File: src/rtl/kti_pkg.sv
// Shared constants and types for the key table index search block.
`timescale 1ns / 1ps

package kti_pkg;

    localparam int TABLE_ENTRIES = 1024;
    localparam int GROUP_SIZE    = 32;
    localparam int GROUP_COUNT   = TABLE_ENTRIES / GROUP_SIZE;

    localparam int KEY_W  = 64;
    localparam int ADDR_W = $clog2(TABLE_ENTRIES);
    localparam int CNT_W  = ADDR_W + 1;
    localparam int OFF_W  = $clog2(GROUP_SIZE);
    localparam int CFG_W  = 6;

    localparam logic CMD_WRITE = 1'b0;
    localparam logic CMD_QUERY = 1'b1;

    typedef enum logic
    {
        ST_IDLE,
        ST_SCAN
    } scan_state_t;

    typedef struct packed
    {
        logic              en;
        logic [ADDR_W-1:0] addr;
    } rd_req_t;

    typedef struct packed
    {
        logic              en;
        logic [ADDR_W-1:0] addr;
        logic [KEY_W-1:0]  data;
    } wr_req_t;

endpackage

File: src/rtl/kti_scan.sv
// Query sequencer: walks the table one entry per cycle and reports the result.
`timescale 1ns / 1ps

module kti_scan
(
    input  logic                        clk,
    input  logic                        rst_n,
    input  logic                        start,
    input  logic                        command,
    input  logic [kti_pkg::KEY_W-1:0]   key_value,
    input  logic                        cfg_valid,
    input  logic [kti_pkg::CFG_W-1:0]   cfg_data,
    output logic                        busy,
    output kti_pkg::rd_req_t            rd_req,
    input  logic [kti_pkg::KEY_W-1:0]   rd_data,
    output logic                        result_valid,
    output logic                        found,
    output logic [kti_pkg::ADDR_W-1:0]  match_index
);
    import kti_pkg::*;

    scan_state_t       state_reg, state_next;
    logic [CFG_W-1:0]  groups_reg, groups_next;
    logic [KEY_W-1:0]  key_reg, key_next;
    logic [CNT_W-1:0]  limit_reg, limit_next;
    logic [CNT_W-1:0]  issue_reg, issue_next;
    logic              rd_valid_reg, rd_valid_next;
    logic [ADDR_W-1:0] cmp_idx_reg, cmp_idx_next;
    logic              hit_reg, hit_next;
    logic [ADDR_W-1:0] hit_idx_reg, hit_idx_next;
    logic              result_valid_reg, result_valid_next;
    logic              found_reg, found_next;
    logic [ADDR_W-1:0] match_index_reg, match_index_next;

    logic [CFG_W-1:0]  groups_sat;
    logic [CNT_W-1:0]  limit_now;
    logic              query_accept;
    logic              match;
    logic              group_end;
    logic              last_entry;
    logic              hit_any;
    logic              finish;
    logic              issue;

    assign busy = (state_reg == ST_SCAN);
    assign query_accept = start && !busy && (command == CMD_QUERY);

    // Group counts beyond the table size saturate to the whole table.
    assign groups_sat = (groups_reg > CFG_W'(GROUP_COUNT)) ? CFG_W'(GROUP_COUNT) : groups_reg;
    assign limit_now  = CNT_W'(groups_sat) << OFF_W;

    assign match      = rd_valid_reg && (rd_data == key_reg);
    assign group_end  = (cmp_idx_reg[OFF_W-1:0] == OFF_W'(GROUP_SIZE - 1));
    assign last_entry = ((CNT_W'(cmp_idx_reg) + CNT_W'(1)) == limit_reg);
    assign hit_any    = match || hit_reg;
    // The last entry always closes a group, so a hit there is reported too.
    assign finish     = rd_valid_reg && ((group_end && hit_any) || last_entry);
    assign issue      = (state_reg == ST_SCAN) && (issue_reg < limit_reg) && !finish;

    always_comb
    begin
        state_next = state_reg;
        case (state_reg)
            ST_IDLE:
            begin
                if (query_accept && (limit_now != '0))
                begin
                    state_next = ST_SCAN;
                end
            end
            ST_SCAN:
            begin
                if (finish)
                begin
                    state_next = ST_IDLE;
                end
            end
            default:
            begin
                state_next = ST_IDLE;
            end
        endcase
    end

    always_comb
    begin
        groups_next       = groups_reg;
        key_next          = key_reg;
        limit_next        = limit_reg;
        issue_next        = issue_reg;
        rd_valid_next     = 1'b0;
        cmp_idx_next      = cmp_idx_reg;
        hit_next          = hit_reg;
        hit_idx_next      = hit_idx_reg;
        result_valid_next = 1'b0;
        found_next        = found_reg;
        match_index_next  = match_index_reg;
        rd_req.en         = 1'b0;
        rd_req.addr       = issue_reg[ADDR_W-1:0];

        if (cfg_valid)
        begin
            groups_next = cfg_data;
        end

        case (state_reg)
            ST_IDLE:
            begin
                if (query_accept)
                begin
                    key_next   = key_value;
                    limit_next = limit_now;
                    issue_next = '0;
                    hit_next   = 1'b0;
                    if (limit_now == '0)
                    begin
                        result_valid_next = 1'b1;
                        found_next        = 1'b0;
                        match_index_next  = '0;
                    end
                end
            end
            ST_SCAN:
            begin
                if (issue)
                begin
                    rd_req.en     = 1'b1;
                    rd_valid_next = 1'b1;
                    cmp_idx_next  = issue_reg[ADDR_W-1:0];
                    issue_next    = issue_reg + CNT_W'(1);
                end
                if (rd_valid_reg)
                begin
                    // Ascending scan: the latest hit in a group is its highest index.
                    if (match)
                    begin
                        hit_next     = 1'b1;
                        hit_idx_next = cmp_idx_reg;
                    end
                    if (group_end)
                    begin
                        hit_next = 1'b0;
                    end
                end
                if (finish)
                begin
                    result_valid_next = 1'b1;
                    found_next        = hit_any;
                    if (!hit_any)
                    begin
                        match_index_next = '0;
                    end
                    else if (match)
                    begin
                        match_index_next = cmp_idx_reg;
                    end
                    else
                    begin
                        match_index_next = hit_idx_reg;
                    end
                end
            end
            default:
            begin
                rd_valid_next = 1'b0;
            end
        endcase
    end

    always_ff @(posedge clk or negedge rst_n)
    begin
        if (!rst_n)
        begin
            state_reg        <= ST_IDLE;
            groups_reg       <= '0;
            rd_valid_reg     <= 1'b0;
            hit_reg          <= 1'b0;
            result_valid_reg <= 1'b0;
        end
        else
        begin
            state_reg        <= state_next;
            groups_reg       <= groups_next;
            rd_valid_reg     <= rd_valid_next;
            hit_reg          <= hit_next;
            result_valid_reg <= result_valid_next;
        end
    end

    always_ff @(posedge clk)
    begin
        key_reg         <= key_next;
        limit_reg       <= limit_next;
        issue_reg       <= issue_next;
        cmp_idx_reg     <= cmp_idx_next;
        hit_idx_reg     <= hit_idx_next;
        found_reg       <= found_next;
        match_index_reg <= match_index_next;
    end

    assign result_valid = result_valid_reg;
    assign found        = found_reg;
    assign match_index  = match_index_reg;

    a_scan_end_reports: assert property (@(posedge clk) disable iff (!rst_n)
        (state_reg == ST_SCAN && state_next == ST_IDLE) |=> result_valid_reg)
        else $error("scan ended without a result strobe");

    a_not_found_zero: assert property (@(posedge clk) disable iff (!rst_n)
        (result_valid_reg && !found_reg) |-> (match_index_reg == '0))
        else $error("not-found result carries a nonzero index");

    a_compare_in_range: assert property (@(posedge clk) disable iff (!rst_n)
        rd_valid_reg |-> (CNT_W'(cmp_idx_reg) < limit_reg))
        else $error("compared entry lies outside the groups in use");

    a_read_only_scanning: assert property (@(posedge clk) disable iff (!rst_n)
        rd_req.en |-> (state_reg == ST_SCAN))
        else $error("table read issued outside a scan");

endmodule

File: config.mk
export PLATFORM = sky130hd
export DESIGN_NAME = kti_scan
export DESIGN_NICKNAME = d
export VERILOG_FILES = /design/src/rtl/kti_pkg.sv /design/src/rtl/kti_scan.sv
export SDC_FILE = /design/constraint.sdc
export NUM_CORES = 1
export LEC_CHECK = 0
export ABC_AREA = 1
export BUFFER_PORTS_ARGS = -buffer_cell sky130_fd_sc_hd__buf_2
export CAP_MARGIN = 20
export CORE_ASPECT_RATIO = 2
export CORE_MARGIN = 3
export CORE_UTILIZATION = 35
export CTS_CLUSTER_SIZE = 40
export DETAILED_ROUTE_END_ITERATION = 10
export GPL_TIMING_DRIVEN = 0
export SYNTH_ARGS = -nofsm -noshare
export SYNTH_HDL_FRONTEND = slang
export SYNTH_SLANG_ARGS = --single-unit
export TNS_END_PERCENT = 100
File: constraint.sdc
create_clock -name clk -period 5.3 [get_ports clk]
set_input_delay 0.265 -clock clk [delete_from_list [all_inputs] [get_ports clk]]
set_output_delay 0.265 -clock clk [all_outputs]
set_load 0.01 [all_outputs]
==> summary.md <==
| Metric | Value |
|---|---|
| Status | `completed` |
| Hold Path Depth | `1` |
| Core ar. | `16350 um2` |
| Total track usage | `14.89%` |
| Cts repair resizes | `0` |
| Max-cap violations | `0` |
| PwrDens | `401.5 nW/um2` |
| Synth Area per Inst | `9.491 um2` |
| Hold_sp | `key_value[35]` |
| Synth Cell Area | `5884 um2` |
| Clock latency on the worst-skew pair | `0.41 ns` |
| Die area | `18500 um2` |
| Worst r2r src | `cmp_idx_reg[2]$_DFFE_PP_` |
| Cell Int Power | `0.002213 W` |
| Reg-to-Reg End | `match_index[6]$_SDFFCE_PN0P_` |
| Synth Register Bits | `122` |
| Longest Clk Path Bufs | `2` |
| Required @ worst endpoint | `5.04 ns` |
| Slew @ Worst Pin | `0.4941 ns` |
| Final Hold Fails | `0` |
| Htree depth | `4` |
| RSZ-0062 raised after global routing | `no` |
| Switching Share | `27.68%` |
| Std cell rows | `66` |
| Mapped Nets | `766` |
| Hold EP | `key_reg[35]$_DFFE_PP_` |
| Initial Util | `35.99%` |
| Layout cell share with drive strength beyond 1 | `27.70%` |
| Max frequency | `0.3441 GHz` |
| Clock sink total | `122` |
| Combinational share of power | `17.9%` |
| Via/cell ratio | `4.273` |
| Nets@finish | `949` |
| Crit start category | `register` |
| Syn Inst Count | `620` |
| Leakage power | `3.553 nW` |
| Cell variety after synth | `25` |
| Seq pwr share | `44.2%` |
| Die Y | `189.4 um` |
| Final Wtd Congestion | `0.7835` |
| Setup TNS Final | `0 ns` |
| WP data arrival | `2.64 ns` |
| P_sw | `0.0008470 W` |
| Setup bufs post-CTS | `0` |
| Initial antenna violation count | `9` |
| Placed cell area | `6980 um2` |
| Setup violations, final | `0` |
| Grt ovf | `0` |
| Largest register FFs | `64` |
| Die width | `97.69 um` |
| CP Capture Type | `output pin` |
| Pin count of the biggest net entering global routing | `61` |
| DR vias | `4393` |
| Vias in the first global route | `4454` |
| PortBufs | `162` |
| Final HPWL DP | `10470 um` |
| Synth warn | `0` |
| Final wirelength | `13160 um` |
| Total CTS buffers | `17` |
| Slew HR | `66.98%` |
| Final worst slack | `2.394 ns` |
| I/O Pins | `163` |
| 1st-iter DRT viols | `170` |
| Seq/Total Area, Yosys | `61.41%` |
| CTS clk-pin slew, worst paths | `0.06 ns` |
| Pre-CTS setup slack | `2.761 ns` |
| Post-route cell area | `7621 um2` |
| Maximum vdd drop | `0.3433 mV` |
| Commonest non-fill, non-tap cell in the layout | `buf_2` |
| Clock Power Share | `37.8%` |
| Clock Skew | `0.006943 ns` |
| Crit Path Max Fanout | `12` |
| Cts hold-fix bufs | `1` |
| Residual DRC | `0` |
| R2r setup slk | `2.91 ns` |
| DRT Pass-1 Iters | `4` |
| CTS tree | `built` |
| HP Class | `primary input to register` |
| Commonest cells after routing, fill and taps aside | `buf_2, nand2_1, inv_1, edfxtp_1, nor2_1` |
| CTS root buf | `clkbuf_16` |
| Wire length per cell | `12.80 um` |
| Area Growth Syn to Fin | `29.51%` |
| Final period util | `54.83%` |
| R2R cell count | `10` |
| Crit Path Class | `register to output pin` |
| Final min period | `2.906 ns` |
| Slew Limit Fails | `0` |
| ANT nets after route | `0` |
| Filler cells | `1622` |
| First-pass GRT wire length | `20870 um` |
power by group through the flow:
stage                     sequential, W  clock, W  combinational [W]
after floorplan                 0.00134         0           0.000381
after CTS                       0.00136   0.00119           0.000560
after global placement          0.00137         0           0.000540
final                           0.00135   0.00116           0.000549
after detailed placement        0.00138         0           0.000558
after global routing            0.00138   0.00123           0.000631
per-stage QoR:
stage                     power, W  hold slack, ns  utilization [%]  cells
after floorplan           0.001723        -0.03059                -    620
after global placement    0.001914          0.1341            42.51    986
after detailed placement  0.001934          0.1358            42.69    987
after CTS                 0.003106        0.004877            46.49   1020
after global routing      0.003241        0.009376            46.61   1028
final                     0.003060         0.03063            46.61   1028
cells by family after synthesis:
kind of cell             after synthesis  share of synthesized area, %
AO/OA/AOI/OAI                         39                         3.402
flip-flops                           122                         61.41
adder cells (fa/ha/maj)                7                         1.488
buffers and inverters                145                         9.994
multiplexers                           1                        0.1914
XOR/XNOR                              25                         3.721
AND/OR/NAND/NOR                      281                         19.80
worst max-delay path by stage:
| stage | start | endpoint | slack (ns) | cells past startpoint |
|---|---|---|---|---|
| final | cmp_idx_reg[2]$_DFFE_PP_ | rd_req[10] | 2.39 | 13 |
| after global routing | cmp_idx_reg[2]$_DFFE_PP_ | rd_req[10] | 2.11 | 13 |
| after CTS | key_reg[26]$_DFFE_PP_ | rd_req[10] | 2.32 | 16 |
| after detailed placement | key_reg[26]$_DFFE_PP_ | rd_req[10] | 2.76 | 16 |
| after global placement | busy$_DFF_PN0_ | match_index[0]$_SDFFCE_PN0P_ | 1.19 | 5 |
| after floorplan | busy$_DFF_PN0_ | found$_SDFFCE_PN0P_ | 2.35 | 5 |
Yosys cell counts, drive strengths merged:
cell type    n  area [um2]
mux2         1       11.26
and3         1       6.260
a21boi       1       7.510
nand4        8       50.05
a21oi        9       45.04
inv        128       480.5
o21ai       28       140.1
nor2        84       330.3
o211ai       1       7.510
edfxtp     112        3363
nor3         7       35.03
xor2         5       43.79
nand3       13       77.58
dfrtp       10       250.2
xnor2       20       175.2
or2          8       50.05
buf         13       92.59
clkbuf       4       15.01
nand2      160       615.6
ha           7       87.58
layout make-up:
type                            count  area [um2]  share of cell area (%)
Buffer                             17       107.6                   1.412
Clock inverter                     12       110.1                   1.445
Tap cell                          204       255.2                   3.349
Inverter                          128       483.0                   6.337
Clock buffer                       20       500.5                   6.567
Multi-Input combinational cell    353        1683                   22.08
Timing Repair Buffer              164       848.3                   11.13
Sequential cell                   122        3613                   47.41
Antenna cell                        8       20.02                  0.2627
layer usage:
metal	share of wire (%)	vias to the layer above	global-route usage, %	wire (um)
met3	4.3	33	2.913	564
met2	57	116	28.53	7489
met1	34	1932	13.46	4496
met4	4.6	2	10.77	604
met5	0.053	-	0	7
li1	-	2310	-	-
worst max-delay path, stage by stage (launching register included):
cell and delay (ns):
edfxtp_1 0.39, nand2_1 0.15, nor2_4 0.06, ha_1 0.26, nor3_1 0.24, nand3_1 0.11
nor2_1 0.12, nand3_1 0.11, nand2_2 0.10, nand2_2 0.06, nand2_2 0.07, inv_1 0.21
buf_4 0.21, buf_2 0.13
Power figures use the tool's default switching activity.
